## src/hw/rtl/assert_macros.svh

```systemverilog
// Assertion macros shared by the RTL of the source text tokenizer.
// Depends on nothing; each use needs signals named clock and reset in scope.
`ifndef ASSERT_MACROS_SVH
`define ASSERT_MACROS_SVH

// Check that an expression holds at every clock edge outside reset.
`define ASSERT_ALWAYS(label, expr, msg) \
   label: assert property (@(posedge clock) disable iff (reset) (expr)) else $error(msg);

// Check that a consequent holds in the same cycle as its antecedent.
`define ASSERT_IMPLIES(label, ante, cons, msg) \
   label: assert property (@(posedge clock) disable iff (reset) (ante) |-> (cons)) \
      else $error(msg);

`endif

```

## src/hw/rtl/stt_pkg.sv

```systemverilog
// Shared types, constants and character classes for the source text tokenizer.
// Depends on nothing; used by stt_scan, stt_rsp_fifo and the top level.
package stt_pkg;

   localparam int PosBitsDefault = 24;

   // Result queue geometry
   localparam int FifoDepth    = 4;
   localparam int FifoAddrBits = $clog2(FifoDepth);
   localparam int FifoCntBits  = $clog2(FifoDepth + 1);
   localparam logic [FifoCntBits-1:0] FifoRoomMax = FifoCntBits'(FifoDepth - 2);
   localparam logic [FifoCntBits-1:0] FifoCntMax  = FifoCntBits'(FifoDepth);

   // Token kinds
   localparam logic [1:0] KindWord   = 2'd0;
   localparam logic [1:0] KindSingle = 2'd1;
   localparam logic [1:0] KindPair   = 2'd2;
   localparam logic [1:0] KindString = 2'd3;

   // Character codes with a role of their own
   localparam logic [7:0] CharNewline = 8'h0A;
   localparam logic [7:0] CharHash    = 8'h23;
   localparam logic [7:0] CharColon   = 8'h3A;
   localparam logic [7:0] CharEqual   = 8'h3D;
   localparam logic [7:0] CharBslash  = 8'h5C;
   localparam logic [7:0] CharDquote  = 8'h22;
   localparam logic [7:0] CharSquote  = 8'h27;

   localparam logic [23:0] Field24Max = 24'hFF_FFFF;

   // One result record
   typedef struct packed {
      logic [1:0]  token_kind;
      logic [23:0] start_pos;
      logic [23:0] token_len;
      logic [23:0] line_number;
      logic [23:0] column;
      logic [7:0]  first_char;
      logic        last_of_run;
   } stt_token_type;

   // Records produced by one request, in order
   typedef struct packed {
      logic [1:0]    count;
      stt_token_type tok0;
      stt_token_type tok1;
   } stt_push_type;

   // Queue status seen by the input side
   typedef struct packed {
      logic                   room;
      logic [FifoCntBits-1:0] fill;
   } stt_fifo_status_type;

   function automatic logic is_space(input logic [7:0] c);
      return (c == 8'h20) || (c == 8'h09) || (c == 8'h0A) ||
             (c == 8'h0B) || (c == 8'h0C) || (c == 8'h0D);
   endfunction

   // . $ , < > ( ) ! [ ] / + * : = #
   function automatic logic is_special(input logic [7:0] c);
      return (c == 8'h2E) || (c == 8'h24) || (c == 8'h2C) || (c == 8'h3C) ||
             (c == 8'h3E) || (c == 8'h28) || (c == 8'h29) || (c == 8'h21) ||
             (c == 8'h5B) || (c == 8'h5D) || (c == 8'h2F) || (c == 8'h2B) ||
             (c == 8'h2A) || (c == CharColon) || (c == CharEqual) ||
             (c == CharHash);
   endfunction

endpackage

```

## src/hw/rtl/source_text_tokenizer_top.sv

```systemverilog
// Top level of the source text tokenizer: input register, scanner, result queue.
// Depends on stt_pkg, stt_scan, stt_rsp_fifo and assert_macros.svh.
//
// Takes one byte of source text per request and returns token records on the
// rsp_ side. A byte is held in the input register after acceptance, consumed
// while the queue has room, and yields zero, one or two records; with the result
// queue empty, the first record of a byte passes the input register and a
// queue entry before it is offered on rsp_. The input side sustains one byte
// per cycle as long as records are taken as fast as they are made; a byte that
// yields two records adds one record of output work, absorbed by a four-entry
// result queue, and req_stall rises only while the queue holds more than two
// records. Asserting req_end_of_text with the last byte flushes any open token
// and returns all position, line and column counters to their start values.
`include "assert_macros.svh"

module source_text_tokenizer_top #(
   parameter int POS_BITS = stt_pkg::PosBitsDefault
) (
   input  logic        clock,
   input  logic        reset,
   input  logic        req_valid,
   output logic        req_stall,
   input  logic [7:0]  req_char_code,
   input  logic        req_end_of_text,
   output logic        rsp_valid,
   input  logic        rsp_stall,
   output logic [1:0]  rsp_token_kind,
   output logic [23:0] rsp_start_pos,
   output logic [23:0] rsp_token_len,
   output logic [23:0] rsp_line_number,
   output logic [23:0] rsp_column,
   output logic [7:0]  rsp_first_char,
   output logic        rsp_last_of_run
);

   logic       in_valid_ff, in_valid_in;
   logic [7:0] char_ff;
   logic       eot_ff;
   logic       accept;
   logic       advance;
   logic       rsp_take;

   stt_pkg::stt_push_type        push;
   stt_pkg::stt_token_type       head;
   stt_pkg::stt_fifo_status_type fifo_status;

   assign advance     = in_valid_ff && fifo_status.room;
   assign req_stall   = in_valid_ff && !fifo_status.room;
   assign accept      = req_valid && !req_stall;
   assign in_valid_in = accept || (in_valid_ff && !advance);
   assign rsp_take    = rsp_valid && !rsp_stall;

   // Hold the accepted request until the scanner consumes it
   always_ff @(posedge clock) begin
      if (reset) begin
         in_valid_ff <= 1'b0;
      end else begin
         in_valid_ff <= in_valid_in;
      end
   end

   always_ff @(posedge clock) begin
      if (accept) begin
         char_ff <= req_char_code;
         eot_ff  <= req_end_of_text;
      end
   end

   stt_scan #(
      .POS_BITS (POS_BITS)
   ) u_scan (
      .clock       (clock),
      .reset       (reset),
      .advance     (advance),
      .char_code   (char_ff),
      .end_of_text (eot_ff),
      .push        (push)
   );

   stt_rsp_fifo u_rsp_fifo (
      .clock      (clock),
      .reset      (reset),
      .push       (push),
      .pop        (!rsp_stall),
      .head       (head),
      .head_valid (rsp_valid),
      .status     (fifo_status)
   );

   // Drive the response fields from the queue head
   assign rsp_token_kind  = head.token_kind;
   assign rsp_start_pos   = head.start_pos;
   assign rsp_token_len   = head.token_len;
   assign rsp_line_number = head.line_number;
   assign rsp_column      = head.column;
   assign rsp_first_char  = head.first_char;
   assign rsp_last_of_run = head.last_of_run;

   `ASSERT_ALWAYS(a_fifo_no_overflow, fifo_status.fill <= stt_pkg::FifoCntMax, "queue overflow")
   `ASSERT_ALWAYS(a_push_at_most_two, push.count != 2'd3, "over two records per request")
   `ASSERT_IMPLIES(a_rsp_drops_after_pop, $fell(rsp_valid), $past(rsp_take), "response withdrawn")

endmodule

```

## src/hw/rtl/stt_scan.sv

```systemverilog
// Scanner state and per-byte token logic of the source text tokenizer.
// Depends on stt_pkg; feeds stt_rsp_fifo with up to two records per request.
module stt_scan #(
   parameter int POS_BITS = stt_pkg::PosBitsDefault
) (
   input  logic                clock,
   input  logic                reset,
   input  logic                advance,
   input  logic [7:0]          char_code,
   input  logic                end_of_text,
   output stt_pkg::stt_push_type push
);

   typedef enum logic [3:0] {
      ModeIdle, ModeWord, ModeColon, ModeEq, ModeHash, ModeLine,
      ModeBlock, ModeBlockHash, ModeStr, ModeStrEsc
   } mode_type;

   localparam logic [POS_BITS-1:0] PosMax = {POS_BITS{1'b1}};
   localparam logic [POS_BITS-1:0] PosOne = POS_BITS'(1);

   mode_type            mode_ff, mode_in;
   logic [POS_BITS-1:0] pos_ff, pos_in;
   logic [POS_BITS-1:0] line_start_ff, line_start_in;
   logic [POS_BITS-1:0] tok_start_ff, tok_start_in;
   logic [23:0]         line_cnt_ff, line_cnt_in;
   logic [7:0]          first_ff, first_in;
   logic                quote_single_ff, quote_single_in;

   // Raw tokens: closing token, immediate single special, end-of-text flush
   logic                v0, v1, v2;
   logic [1:0]          k0, k1, k2;
   logic [POS_BITS-1:0] s0, s1, s2, e0, e1, e2;
   logic [7:0]          f0, f1, f2;

   logic                idle_go, str_go, newline;
   logic [POS_BITS-1:0] pos_inc;
   logic [7:0]          pair_char, close_quote;

   logic [1:0]          sel_k0, sel_k1;
   logic [POS_BITS-1:0] sel_s0, sel_s1, sel_e0, sel_e1;
   logic [7:0]          sel_f0, sel_f1;
   logic [1:0]          n_tok;

   function automatic logic [POS_BITS-1:0] sat_inc(input logic [POS_BITS-1:0] v);
      return (v == PosMax) ? v : v + PosOne;
   endfunction

   // Turn start/end into a result record with length and column
   function automatic stt_pkg::stt_token_type make_rec(
      input logic [1:0]          kind,
      input logic [POS_BITS-1:0] s,
      input logic [POS_BITS-1:0] e,
      input logic [7:0]          f,
      input logic [POS_BITS-1:0] ls,
      input logic [23:0]         lc
   );
      logic [POS_BITS-1:0]   diff;
      logic [POS_BITS-1:0]   cdiff;
      logic [31:0]           len32;
      logic [31:0]           start32;
      logic [31:0]           col32;
      stt_pkg::stt_token_type r;
      diff    = (e > s) ? (e - s) : PosOne;
      cdiff   = (s >= ls) ? (s - ls) : '0;
      len32   = 32'(diff);
      start32 = 32'(s);
      col32   = 32'(cdiff);
      r.token_kind  = kind;
      r.start_pos   = start32[23:0];
      r.token_len   = (len32 > 32'(stt_pkg::Field24Max)) ? stt_pkg::Field24Max
                                                          : len32[23:0];
      r.line_number = lc;
      r.column      = col32[23:0];
      r.first_char  = f;
      r.last_of_run = 1'b0;
      return r;
   endfunction

   assign pos_inc     = sat_inc(pos_ff);
   assign pair_char   = (mode_ff == ModeColon) ? stt_pkg::CharColon : stt_pkg::CharEqual;
   assign close_quote = quote_single_ff ? stt_pkg::CharSquote : stt_pkg::CharDquote;

   // Next state and raw tokens for the byte in the input register
   always_comb begin
      mode_in         = mode_ff;
      pos_in          = pos_ff;
      line_start_in   = line_start_ff;
      tok_start_in    = tok_start_ff;
      line_cnt_in     = line_cnt_ff;
      first_in        = first_ff;
      quote_single_in = quote_single_ff;
      idle_go = 1'b0;
      str_go  = 1'b0;
      newline = 1'b0;
      v0 = 1'b0; k0 = stt_pkg::KindWord; s0 = tok_start_ff; e0 = pos_ff; f0 = first_ff;
      v1 = 1'b0; k1 = stt_pkg::KindSingle; s1 = pos_ff; e1 = pos_inc; f1 = char_code;
      v2 = 1'b0; k2 = stt_pkg::KindWord; s2 = pos_ff; e2 = pos_inc; f2 = first_ff;

      case (mode_ff)
         ModeWord: begin
            if (stt_pkg::is_space(char_code) || stt_pkg::is_special(char_code)) begin
               v0 = 1'b1;
               k0 = stt_pkg::KindWord;
               idle_go = 1'b1;
            end
         end
         ModeColon, ModeEq: begin
            v0 = 1'b1;
            f0 = pair_char;
            if (char_code == pair_char) begin
               k0 = stt_pkg::KindPair;
               e0 = pos_inc;
               mode_in = ModeIdle;
            end else begin
               k0 = stt_pkg::KindSingle;
               e0 = sat_inc(tok_start_ff);
               idle_go = 1'b1;
            end
         end
         ModeHash: begin
            if (char_code == stt_pkg::CharHash) begin
               mode_in = ModeBlock;
            end else if (char_code == stt_pkg::CharNewline) begin
               newline = 1'b1;
               mode_in = ModeIdle;
            end else begin
               mode_in = ModeLine;
            end
         end
         ModeLine: begin
            if (char_code == stt_pkg::CharNewline) begin
               newline = 1'b1;
               mode_in = ModeIdle;
            end
         end
         ModeBlock, ModeBlockHash: begin
            if (char_code == stt_pkg::CharHash) begin
               mode_in = (mode_ff == ModeBlockHash) ? ModeIdle : ModeBlockHash;
            end else begin
               newline = (char_code == stt_pkg::CharNewline);
               mode_in = ModeBlock;
            end
         end
         ModeStr: begin
            str_go = 1'b1;
         end
         ModeStrEsc: begin
            if (char_code == close_quote) begin
               mode_in = ModeStr;
            end else begin
               str_go = 1'b1;
            end
         end
         default: begin
            idle_go = 1'b1;
         end
      endcase

      // Advance inside a string: close on the matching quote
      if (str_go) begin
         if (char_code == close_quote) begin
            v0 = 1'b1;
            k0 = stt_pkg::KindString;
            e0 = pos_inc;
            mode_in = ModeIdle;
         end else if (char_code == stt_pkg::CharBslash) begin
            mode_in = ModeStrEsc;
         end else begin
            mode_in = ModeStr;
         end
      end

      // Open a new token, or skip whitespace between tokens
      if (idle_go) begin
         if (stt_pkg::is_space(char_code)) begin
            newline = (char_code == stt_pkg::CharNewline);
            mode_in = ModeIdle;
         end else begin
            tok_start_in = pos_ff;
            first_in     = char_code;
            if (char_code == stt_pkg::CharHash) begin
               mode_in = ModeHash;
            end else if (char_code == stt_pkg::CharColon) begin
               mode_in = ModeColon;
            end else if (char_code == stt_pkg::CharEqual) begin
               mode_in = ModeEq;
            end else if (stt_pkg::is_special(char_code)) begin
               v1 = 1'b1;
               mode_in = ModeIdle;
            end else if ((char_code == stt_pkg::CharDquote) ||
                         (char_code == stt_pkg::CharSquote)) begin
               quote_single_in = (char_code == stt_pkg::CharSquote);
               mode_in = ModeStr;
            end else begin
               mode_in = ModeWord;
            end
         end
      end

      // Count lines outside strings and move the line start
      if (newline) begin
         line_cnt_in   = (line_cnt_ff == stt_pkg::Field24Max) ? line_cnt_ff
                                                                : line_cnt_ff + 24'd1;
         line_start_in = pos_inc;
      end

      // Flush the open token on the last byte, then return to reset state
      if (end_of_text) begin
         s2 = tok_start_in;
         f2 = first_in;
         case (mode_in)
            ModeWord: begin
               v2 = 1'b1;
               k2 = stt_pkg::KindWord;
            end
            ModeColon, ModeEq: begin
               v2 = 1'b1;
               k2 = stt_pkg::KindSingle;
               e2 = sat_inc(tok_start_in);
            end
            ModeStr, ModeStrEsc: begin
               v2 = 1'b1;
               k2 = stt_pkg::KindString;
            end
            default: begin
               v2 = 1'b0;
            end
         endcase
         mode_in         = ModeIdle;
         pos_in          = '0;
         line_cnt_in     = 24'd1;
         line_start_in   = '0;
         tok_start_in    = '0;
         first_in        = 8'd0;
         quote_single_in = 1'b0;
      end else begin
         pos_in = pos_inc;
      end
   end

   // Pack the valid raw tokens into two ordered slots
   always_comb begin
      if (v0) begin
         sel_k0 = k0; sel_s0 = s0; sel_e0 = e0; sel_f0 = f0;
      end else if (v1) begin
         sel_k0 = k1; sel_s0 = s1; sel_e0 = e1; sel_f0 = f1;
      end else begin
         sel_k0 = k2; sel_s0 = s2; sel_e0 = e2; sel_f0 = f2;
      end
      if (v0 && v1) begin
         sel_k1 = k1; sel_s1 = s1; sel_e1 = e1; sel_f1 = f1;
      end else begin
         sel_k1 = k2; sel_s1 = s2; sel_e1 = e2; sel_f1 = f2;
      end
   end

   assign n_tok = {1'b0, v0} + {1'b0, v1} + {1'b0, v2};

   // Build the records against the line state before this byte
   always_comb begin
      push.count = advance ? n_tok : 2'd0;
      push.tok0  = make_rec(sel_k0, sel_s0, sel_e0, sel_f0, line_start_ff, line_cnt_ff);
      push.tok1  = make_rec(sel_k1, sel_s1, sel_e1, sel_f1, line_start_ff, line_cnt_ff);
      push.tok0.last_of_run = (n_tok == 2'd1);
      push.tok1.last_of_run = 1'b1;
   end

   // Hold scanner state; update once per consumed request
   always_ff @(posedge clock) begin
      if (reset) begin
         mode_ff         <= ModeIdle;
         pos_ff          <= '0;
         line_start_ff   <= '0;
         tok_start_ff    <= '0;
         line_cnt_ff     <= 24'd1;
         first_ff        <= 8'd0;
         quote_single_ff <= 1'b0;
      end else if (advance) begin
         mode_ff         <= mode_in;
         pos_ff          <= pos_in;
         line_start_ff   <= line_start_in;
         tok_start_ff    <= tok_start_in;
         line_cnt_ff     <= line_cnt_in;
         first_ff        <= first_in;
         quote_single_ff <= quote_single_in;
      end
   end

endmodule

```

## src/hw/rtl/stt_rsp_fifo.sv

```systemverilog
// Result queue of the source text tokenizer: takes up to two records a cycle,
// delivers one a cycle on the rsp_ side while pop is high. Depends on stt_pkg.
module stt_rsp_fifo (
   input  logic                         clock,
   input  logic                         reset,
   input  stt_pkg::stt_push_type        push,
   input  logic                         pop,
   output stt_pkg::stt_token_type       head,
   output logic                         head_valid,
   output stt_pkg::stt_fifo_status_type status
);

   stt_pkg::stt_token_type entry_ff [stt_pkg::FifoDepth];

   logic [stt_pkg::FifoAddrBits-1:0] wr_ptr_ff, wr_ptr_in;
   logic [stt_pkg::FifoAddrBits-1:0] rd_ptr_ff, rd_ptr_in;
   logic [stt_pkg::FifoCntBits-1:0]  count_ff, count_in;
   logic [stt_pkg::FifoAddrBits-1:0] wr_ptr_next;
   logic                             pop_go;

   assign pop_go      = pop && (count_ff != '0);
   assign wr_ptr_next = wr_ptr_ff + stt_pkg::FifoAddrBits'(1);
   assign wr_ptr_in   = wr_ptr_ff + stt_pkg::FifoAddrBits'(push.count);
   assign rd_ptr_in   = rd_ptr_ff + stt_pkg::FifoAddrBits'(pop_go);
   assign count_in    = count_ff + stt_pkg::FifoCntBits'(push.count)
                                 - stt_pkg::FifoCntBits'(pop_go);

   assign head        = entry_ff[rd_ptr_ff];
   assign head_valid  = (count_ff != '0);
   assign status.room = (count_ff <= stt_pkg::FifoRoomMax);
   assign status.fill = count_ff;

   // Advance pointers and fill count
   always_ff @(posedge clock) begin
      if (reset) begin
         wr_ptr_ff <= '0;
         rd_ptr_ff <= '0;
         count_ff  <= '0;
      end else begin
         wr_ptr_ff <= wr_ptr_in;
         rd_ptr_ff <= rd_ptr_in;
         count_ff  <= count_in;
      end
   end

   // Store incoming records in order
   always_ff @(posedge clock) begin
      if (push.count != 2'd0) begin
         entry_ff[wr_ptr_ff] <= push.tok0;
      end
      if (push.count == 2'd2) begin
         entry_ff[wr_ptr_next] <= push.tok1;
      end
   end

endmodule

```

## config.mk

```make
export PLATFORM = sky130hd
export DESIGN_NAME = source_text_tokenizer_top
export DESIGN_NICKNAME = d
export VERILOG_FILES = /design/src/hw/rtl/stt_pkg.sv /design/src/hw/rtl/source_text_tokenizer_top.sv /design/src/hw/rtl/stt_scan.sv /design/src/hw/rtl/stt_rsp_fifo.sv
export VERILOG_INCLUDE_DIRS = /design/src /design/src/hw/rtl
export SDC_FILE = /design/constraint.sdc
export NUM_CORES = 1
export LEC_CHECK = 0
export BUFFER_PORTS_ARGS = -buffer_cell sky130_fd_sc_hd__buf_2
export CAP_MARGIN = 20
export CORE_MARGIN = 3
export CORE_UTILIZATION = 45
export CTS_BUF_LIST = sky130_fd_sc_hd__clkbuf_8
export CTS_CLUSTER_SIZE = 16
export DETAILED_ROUTE_END_ITERATION = 10
export HOLD_SLACK_MARGIN = 0.06
export PLACE_DENSITY = 0.72
export REMOVE_ABC_BUFFERS = 1
export SETUP_SLACK_MARGIN = 0.02
export SYNTH_ARGS = -nofsm -noshare
export SYNTH_HDL_FRONTEND = slang
export SYNTH_HIERARCHICAL = 1
export SYNTH_SLANG_ARGS = --single-unit
```

## constraint.sdc

```tcl
create_clock -name clock -period 11.9 [get_ports clock]
set_clock_uncertainty 0.1 [all_clocks]
set_input_delay 1.19 -clock clock [delete_from_list [all_inputs] [get_ports clock]]
set_output_delay 1.19 -clock clock [all_outputs]
set_load 0.03 [all_outputs]
```

# After elaboration in Yosys (flattened, before gate mapping)
# Memory sizes are Yosys's and may differ from the RTL's. A register that Yosys moved wholly into a read port is not among the register bits.
# Index checks and enable logic that the tools add are counted.
# Widths: inputs -> output; s select.
dict set report word_totals {
  memories 1
  register_bits 126
  out_inout_bits 109
  ramBits 428
  input_bits 13
}
# name words width rd rd_ports_with_merged_regs wr line
set mem_list {}
lappend mem_list {u_rsp_fifo.entry_ff 4 107 1 1 2 stt_rsp_fifo.sv:13} ;# stt_pkg::stt_token_type entry_ff [stt_pkg::FifoDepth];
dict set report op_classes {
  order_cmp 5
  mux 103
  n_reduce_logical 47
  n_eq_ne 53
  n_addsub 15
}
# cell n
set op_table {}
lappend op_table {{$mux 24} 29}
lappend op_table {{$eq 8x6->1 const B} 17}
lappend op_table {{$add 24x1->24 const B} 4}
lappend op_table {{$eq 24x24->1 const B} 4}
lappend op_table {{$sub 24x24->24} 4}
lappend op_table {{$mux 8} 8}
lappend op_table {{$mux 4} 15}
lappend op_table {{$ge 24x24->1} 2}
lappend op_table {{$gt 24x24->1} 2}
lappend op_table {{$eq 8x4->1 const B} 5}
lappend op_table {{$mux 1} 31}
lappend op_table {{$eq 8x7->1 const B} 3}
lappend op_table {{$logic_or 1x1->1} 23}
lappend op_table {{$mux 2} 10}
lappend op_table {{$pmux 4 s5} 1}
lappend op_table {{$eq 4x2->1 const B} 4}
lappend op_table {{$eq 4x3->1 const B} 4}
lappend op_table {{$eq 4x4->1 const B} 4}
lappend op_table {{$eq 8x8->1} 2}
lappend op_table {{$mux 3} 4}
lappend op_table {{$ne 2x2->1 const B} 6}
lappend op_table {{$eq 4x1->1 const B} 2}
lappend op_table {{$reduce_and 8->1} 1}
lappend op_table {{$reduce_bool 2->1} 4}
lappend op_table {{other kinds (20)} 34}

# Depth between registers and ports, before layout
# Gate-level depths: netlist (run 1).
dict set report depth {
  word_depth 31
  mapped_depth 31
}

# By module
# Netlist (run 1), hierarchy kept.
# mod n_inst seq_area_each_um2 area_per_inst_um2 cells_per_inst
set by_module_without_submodules {}
lappend by_module_without_submodules {stt_rsp_fifo 1 12992.5 21204.1 1082}
lappend by_module_without_submodules {stt_scan 1 2182.1 14979.4 2163}
lappend by_module_without_submodules {source_text_tokenizer_top 1 290.3 330.3 15}

# Worst setup path after synthesis (run 1)
# No wires, ideal clock.
dict set report synth_path {
  path_kind {register -> register}
  start {register char_ff[2]}
  end {memory u_rsp_fifo/entry_ff[0][0] (netlist name), enable pin}
  synth_period_minus_slack_ns 12.546
  n_path_buf 3
  arrival_ns 11.716
  t_required_ns 11.070
  path_slack_ns -0.646
  path_stages_with_launch 15
  cell_sequence {edfxtp_1 -> or4b_4 -> a2111oi_4 -> a311oi_4 -> and2_1 -> buf_2 -> nor2_4 -> buf_2 -> buf_2 -> o32a_1 -> a31o_2 -> fa_1 -> nor2b_1 -> nor2_1 -> o31ai_1}
}
# item line
set synth_rtl {}
lappend synth_rtl {{start: declaration} source_text_tokenizer_top.sv:37} ;# logic [7:0] char_ff;
lappend synth_rtl {{start signal: assignment} source_text_tokenizer_top.sv:64} ;# char_ff <= req_char_code;
lappend synth_rtl {{end: declaration} stt_rsp_fifo.sv:13}

==> run metrics, run 1 <==
Worst Tran Pin Value=approximately 1100 ps; Pleak=14.7 nW; CTS Hold Bufs=0; Synth Flop Type=edfxtp_1; first-pass GRT wire length=approximately 160 mm; CP Class=flop to flop; total CTS buffers=93; synthesized area=roughly 37,000 sq um; M2 GR Usage=0.401; WHS Endpoint=u_scan/line_start_ff[12]; post-synth cell types=between 90 and 100; synthesized area per cell=about 11 sq um; die width=291 microns; Worst Path Required=between 10,000 and 15,000 ps; routed vias=between 20,000 and 30,000; vias in the first global route=approximately 26,000; gr usage total=0.250; row cnt=between 100 and 150; endpoints failing setup=0; Seq cells post-synth=~550; Final Max Tran Viols=0; element type at the critical path start=flop; antenna violations before repair=2; worst hold-check path type=flop to flop; DR pass1 iterations=8; Worst path slowest cell=a311oi_1; number of gates resized after CTS=0; GPL Wtd Cong=1.02; CTS clock-pin slew for the worst setup and hold paths=approximately 60 ps; Final period util=0.752; WP data arrival=about 9300 ps; final layout net count=~3,400; H-tree depth=3; CTS tree=yes; Post-Synthesis Cells=between 3,000 and 4,000; status=complete, no violations; GR peak layer=met2; CTS Buffer Depth=3; Reg2Reg Depth=28; total core area=roughly 80,000 sq um; fillcell total=roughly 7,200; Die H=between 200 and 300 microns; # DRC=0; clk root buf=clkbuf_8; initial DRC count=2,696; Initial Util=0.458; most frequent cells in the layout=437 x edfxtp_1, 424 x mux2_2, 311 x nor2_1; count of input and output buffers=roughly 120; Sink Count=554; layout cells sized above 1=0.280; Routed wire per std cell=around 25 microns; Yosys warnings=6; Final Hold Fails=0; pwr dens=between 100 and 150 nW/um^2; Area Overhead vs Synth=8.53%; reg2reg start=char_ff[0]; Final Critical Period=8950 ps; worst-skew pair later-pin latency=about 740 ps; Routed Antenna Nets=0; cell mode on critical path=nor2_1; Hold Crit Start=u_scan/line_start_ff[12]; CP endpoint kind=flop; setup repair bufs after CTS=0; crit path launch=char_ff[0]; flop2flop setup slack=2950 ps; RR Endpoint=u_rsp_fifo/entry_ff[3][60]; drt total wl=approximately 110 mm; ys async rst share=0; die area=about 85,000 sq um; Final Core Density=0.498; setup TNS=0 ps; Via density=slightly above 6; CP max FO=20; RSZ-0062 raised after global routing=false; GR Util met3=0.0421; number of synthesized flops with an enable pin=around 440; pin count of the biggest net entering global routing=about 110; maximum vdd drop=roughly 0.000077 V; placed wire-length estimate=approximately 74 mm; Hold Path Depth=2; Max Clock Freq=112 MHz; Seq/Total Area, Yosys=0.424; met1 usage=0.338; max-cap violation count=0; GRT overflow=0; commonest non-fill, non-tap cell in the layout=edfxtp_1; crit-path max cell delay=760 ps; I/O pins=between 100 and 150; max_slew headroom=0.269
-- through the flow --
stage | hold slack [ps] | cells | total power (W) | worst slack, ps | instance area [sq um]
after floorplan | 326 | 3022 | 0.00314 | -4150 | 35300
after global placement | 339 | 4241 | 0.00346 | 3310 | 37700
after detailed placement | 346 | 4241 | 0.00347 | 3170 | 37700
after CTS | 353 | 4412 | 0.00517 | 3180 | 39600
after global routing | 377 | 4416 | 0.00532 | 2420 | 39600
final | 353 | 4416 | 0.00511 | 2950 | 39600
-- worst max-delay path, delay by kind of cell (launching register included) --
kind,cells,cell delay [ps]
buffers and inverters,2,420
adder cells (fa/ha/maj),3,990
multiplexers,2,700
flip-flops,1,580
AO/OA/AOI/OAI,11,3480
AND/OR/NAND/NOR,9,2150
XOR/XNOR,1,220
-- kinds of logic after synthesis --
kind of cell,synth area share
AOI/OAI and AO/OA,0.0940
xor gates and xnor gates,0.0406
adders and majority gates,0.0386
buffers and inverters,0.0465
DFF,0.424
muxes,0.236
other,0.000103
and+or+nand+nor,0.121
-- power breakdown --
part | internal (W) | total [W] | switching, W
logic | 0.000457 | 0.00120 | 0.000742
clock network | 0.000875 | 0.00170 | 0.000823
registers | 0.00216 | 0.00221 | 0.0000565
total | 0.00349 | 0.00511 | 0.00162
-- synth_stat cells, types with 12 or more instances --
cell	instances	area [sq um]
mux2_2	424	4770
or2_2	13	81.3
o22ai_1	16	100
buf_4	37	278
mux2_1	18	203
nor2b_1	42	263
mux4_2	108	2430
or3_1	21	131
and3_1	34	213
a21o_1	40	300
nand2_1	153	574
o21ai_0	83	415
buf_6	12	135
dfxtp_1	117	2340
nand4_1	47	294
nor4_1	30	188
a31oi_1	29	181
inv_1	128	480
o21a_1	20	150
mux2i_1	46	460
buf_2	59	295
a21oi_1	152	761
clkbuf_1	119	447
edfxtp_1	437	13100
and2_1	16	100
a22oi_1	46	345
a211oi_1	18	135
nor3_1	80	400
xor2_1	75	657
nor2_1	314	1180
mux2_4	49	736
nand3_1	75	375
xnor2_1	89	780
o31ai_1	13	97.6
nand2b_1	24	150
ha_1	103	1290
-- registers in the layout, indices dropped and copies added (netlist names) --
register                flops
char_ff                     8
eot_ff                      1
in_valid_ff                 1
u_rsp_fifo/count_ff         3
u_rsp_fifo/entry_ff       428
u_rsp_fifo/rd_ptr_ff        2
u_rsp_fifo/wr_ptr_ff        2
u_scan/first_ff             8
u_scan/line_cnt_ff         24
u_scan/line_start_ff       24
u_scan/mode_ff              4
u_scan/pos_ff              24
u_scan/quote_single_ff      1
u_scan/s0                  24
-- worst max-delay path by stage --
stage               depth (start not counted)                          to  slack [ps]
finish                                     28  u_rsp_fifo/entry_ff[3][60]        2950
global route                               28  u_rsp_fifo/entry_ff[1][78]        2420
CTS                                        28  u_rsp_fifo/entry_ff[1][75]        3180
detailed placement                         28  u_rsp_fifo/entry_ff[0][75]        3170
global placement                           28  u_rsp_fifo/entry_ff[1][77]        3310
floorplan                                  11   u_rsp_fifo/entry_ff[0][0]       -4150
-- cell type report --
cell class | count | area, sq um | area share
inverters | 128 | 480 | 0.0121
well taps | 1050 | 1310 | 0.0332
flip-flops and latches | 554 | 15500 | 0.390
multi-input cells | 2340 | 19500 | 0.491
clock buffers | 102 | 1400 | 0.0354
repair buffers | 171 | 1010 | 0.0254
clock inverters | 69 | 475 | 0.0120
diodes | 2 | 5.00 | 0.000126
-- routing by layer --
metal,part of all wire,up-vias
met2,0.47,1179
met4,0.039,0
met1,0.42,13400
met3,0.074,234
li1,-,12300
met5,0,-
Power figures use the tool's default switching activity.
==> run 2: changes to the inputs <==
--- a/config.mk
+++ b/config.mk
@@ -6,6 +6,7 @@
 export SDC_FILE = /design/constraint.sdc
 export NUM_CORES = 1
 export LEC_CHECK = 0
+export ABC_AREA = 1
 export BUFFER_PORTS_ARGS = -buffer_cell sky130_fd_sc_hd__buf_2
 export CAP_MARGIN = 20
 export CORE_MARGIN = 3
@@ -14,7 +15,7 @@
 export CTS_CLUSTER_SIZE = 16
 export DETAILED_ROUTE_END_ITERATION = 10
 export HOLD_SLACK_MARGIN = 0.06
-export PLACE_DENSITY = 0.72
+export PLACE_DENSITY = 0.7
 export REMOVE_ABC_BUFFERS = 1
 export SETUP_SLACK_MARGIN = 0.02
 export SYNTH_ARGS = -nofsm -noshare
==> constraint.sdc (replaced) <==
create_clock -name clock -period 8.45 [get_ports clock]
set_clock_uncertainty 0.1 [all_clocks]
set_input_delay 0.845 -clock clock [delete_from_list [all_inputs] [get_ports clock]]
set_output_delay 0.845 -clock clock [all_outputs]
set_load 0.03 [all_outputs]
==> run metrics, run 2 <==
WP data arrival=approximately 8500 ps; Synth Flop Type=edfxtp_1; Post-synth top cells=1,033 x nand2_1, 508 x o21ai_0, 476 x nor2_1, 463 x inv_1, 437 x edfxtp_1; layout cells sized above 1=0.0986; worst hold-check path type=input port to flop; CTS tree=yes; max FFs per register=roughly 430; status=complete, no violations; placed wire-length estimate=~77 mm; total core area=~78,000 sq um; initial DRC count=3,254; GPL Wtd Cong=approximately 1.0; total CTS buffers=a little under 100; Area Overhead vs Synth=8.26%; die width=slightly below 300 microns; max_slew headroom=0.205; number of gates resized after CTS=0; Via density=around 5.7; H-tree depth=3; Overall Power=approximately 0.010 W; row cnt=between 100 and 150; I/O pins=122; Power Internal=about 0.0057 W; synthesized area per cell=7.69 sq um; CTS Hold Bufs=0; Sink Count=approximately 550; synth top area cells=edfxtp_1 37%, nand2_1 11%, o21ai_0 7.1%, dfxtp_1 6.5%, nor2_1 5.0%; number of synthesized flops with an enable pin=approximately 440; Worst Tran Pin Value=about 1200 ps; Worst path slowest cell=fa_1; Routed wire per std cell=19.8 microns; antenna violations before repair=2; final layout net count=about 4,800; Post-Layout Cell Count=just under 6,000; Post-Synthesis Cells=about 4,700; Psw=about 0.0043 W; maximum vdd drop=between 0.0001 and 0.00015 V; CP max FO=20; vias in the first global route=about 30,000; worst-skew pair later-pin latency=760 ps; synthesized area=approximately 36,000 sq um; first-pass GRT wire length=around 170 mm; sw frac=0.432; DR pass1 iterations=6; clock power share=0.241; most frequent cells in the layout=1,030 x nand2_1, 507 x o21ai_0, 496 x inv_1; Routed Antenna Nets=0; GRT overflow=0; Die H=between 200 and 300 microns; Worst Path Required=between 8000 and 9000 ps; post-synth top area cell=edfxtp_1; Pleak=around 16 nW; Placed Instances=roughly 5,600; fillcell total=~7,600; Final period util=0.942; element type at the critical path start=flop; ys async rst share=0; die area=around 83,000 sq um; CTS Buffer Depth=3; routed vias=between 30,000 and 40,000; Max Clock Freq=~130 MHz; crit-path max cell delay=480 ps; CTS clock-pin slew for the worst setup and hold paths=60 ps; Initial Util=0.459; largest register by flop count=u_rsp_fifo/entry_ff; count leader, synth=nand2_1; clk root buf=clkbuf_8; gr usage total=0.269; pin count of the biggest net entering global routing=around 140; RSZ-0062 raised after global routing=false; Seq cells post-synth=554; max-cap violation count=0; # DRC=0; Yosys top cell area share=0.365; post-synth cell types=61; cell mode on critical path=nand2_1; count of input and output buffers=between 100 and 150; Seq/Total Area, Yosys=0.431; Final Hold Fails=0; Sequential Power Share=0.331; Final Critical Period=7960 ps; Final Max Tran Viols=0; drt total wl=between 100 and 150 mm; setup repair bufs after CTS=0; pwr dens=roughly 260 nW/um^2; WP buf/inv=5; CP delay by family, top=simple AND/OR/NAND/NOR gates; CP endpoint kind=flop; endpoints failing setup=0; Yosys warnings=6; commonest non-fill, non-tap cell in the layout=nand2_1; CP Class=flop to flop; Logic pwr share=0.428
-- run 2: cell types whose count changed after synthesis, sizes merged, moves of 72 or more --
cell,previous run,this run
a21oi,152,224
inv,128,482
mux2,491,0
mux4,108,0
nand2,154,1056
nor2,315,495
o21ai,87,894
o22ai,16,122
-- run 2: path summary, 6_finish.rpt --
path,slack (ps),cells after the start,to,start
max,490,40,u_rsp_fifo/entry_ff[2][61],u_scan/mode_ff[3]
min,170,1,char_ff[2],req_char_code[2]
max reg2reg,490,40,u_rsp_fifo/entry_ff[2][61],u_scan/mode_ff[3]
min reg2reg,360,2,u_scan/first_ff[5],u_scan/first_ff[5]
-- run 2: logic make-up after synthesis --
kind of cell | count (synthesis) | share of synthesized area
buf+inv | 759 | 0.0920
flops | 554 | 0.431
compound gates | 1336 | 0.204
mux | 7 | 0.00195
fa+ha+maj | 109 | 0.0392
other cells | 1 | 0.000104
xor+xnor | 106 | 0.0259
simple gates | 1797 | 0.206
-- run 2: area by class of cell --
| cell class | instances | area [sq um] | share of cell area |
|---|---|---|---|
| clock inverters | 78 | 484 | 0.0125 |
| flip-flops and latches | 554 | 15500 | 0.398 |
| inverters | 487 | 1840 | 0.0473 |
| repair buffers | 169 | 1130 | 0.0290 |
| diodes | 2 | 5.00 | 0.000129 |
| multi-input cells | 3356 | 17200 | 0.443 |
| clock buffers | 103 | 1420 | 0.0365 |
| well taps | 1040 | 1300 | 0.0335 |
-- run 2: worst register-to-register path, delay by kind of cell (launching register included) --
family	cells	cell delay [ps]
xor gates and xnor gates	1	230
and+or+nand+nor	21	3160
AOI/OAI and AO/OA	10	2290
DFF	1	320
adders and majority gates	3	960
buffers and inverters	5	740
-- run 2: metrics by stage --
step	hold WS [ps]	TNS (ps)	utilization	setup slack (ps)	cell area (sq um)
after global routing	138	0	0.497	74.2	38900
after detailed placement	360	0	0.472	230	37000
after CTS	117	0	0.497	167	38900
final	174	0	0.497	492	38900
after floorplan	335	-1216100	-	-6000	34400
after global placement	353	0	0.472	406	37000
-- run 2: layer usage --
metal  GRT usage  vias up  routed length, microns  part of all wire
met5           0        -                       0                 0
met2       0.432     1458                   52400              0.46
met3      0.0406      233                    9350             0.081
met1       0.366    15300                   48600              0.42
met4       0.107        0                    4480             0.039
li1            -    15800                       -                 -
-- run 2: power groups by stage --
stage	Combinational, W	Sequential [W]	Clock (W)
floorplan	0.00292	0.00343	0
global placement	0.00418	0.00338	0
detailed placement	0.00424	0.00339	0
CTS	0.00426	0.00333	0.00247
global route	0.00474	0.00334	0.00259
finish	0.00430	0.00333	0.00243
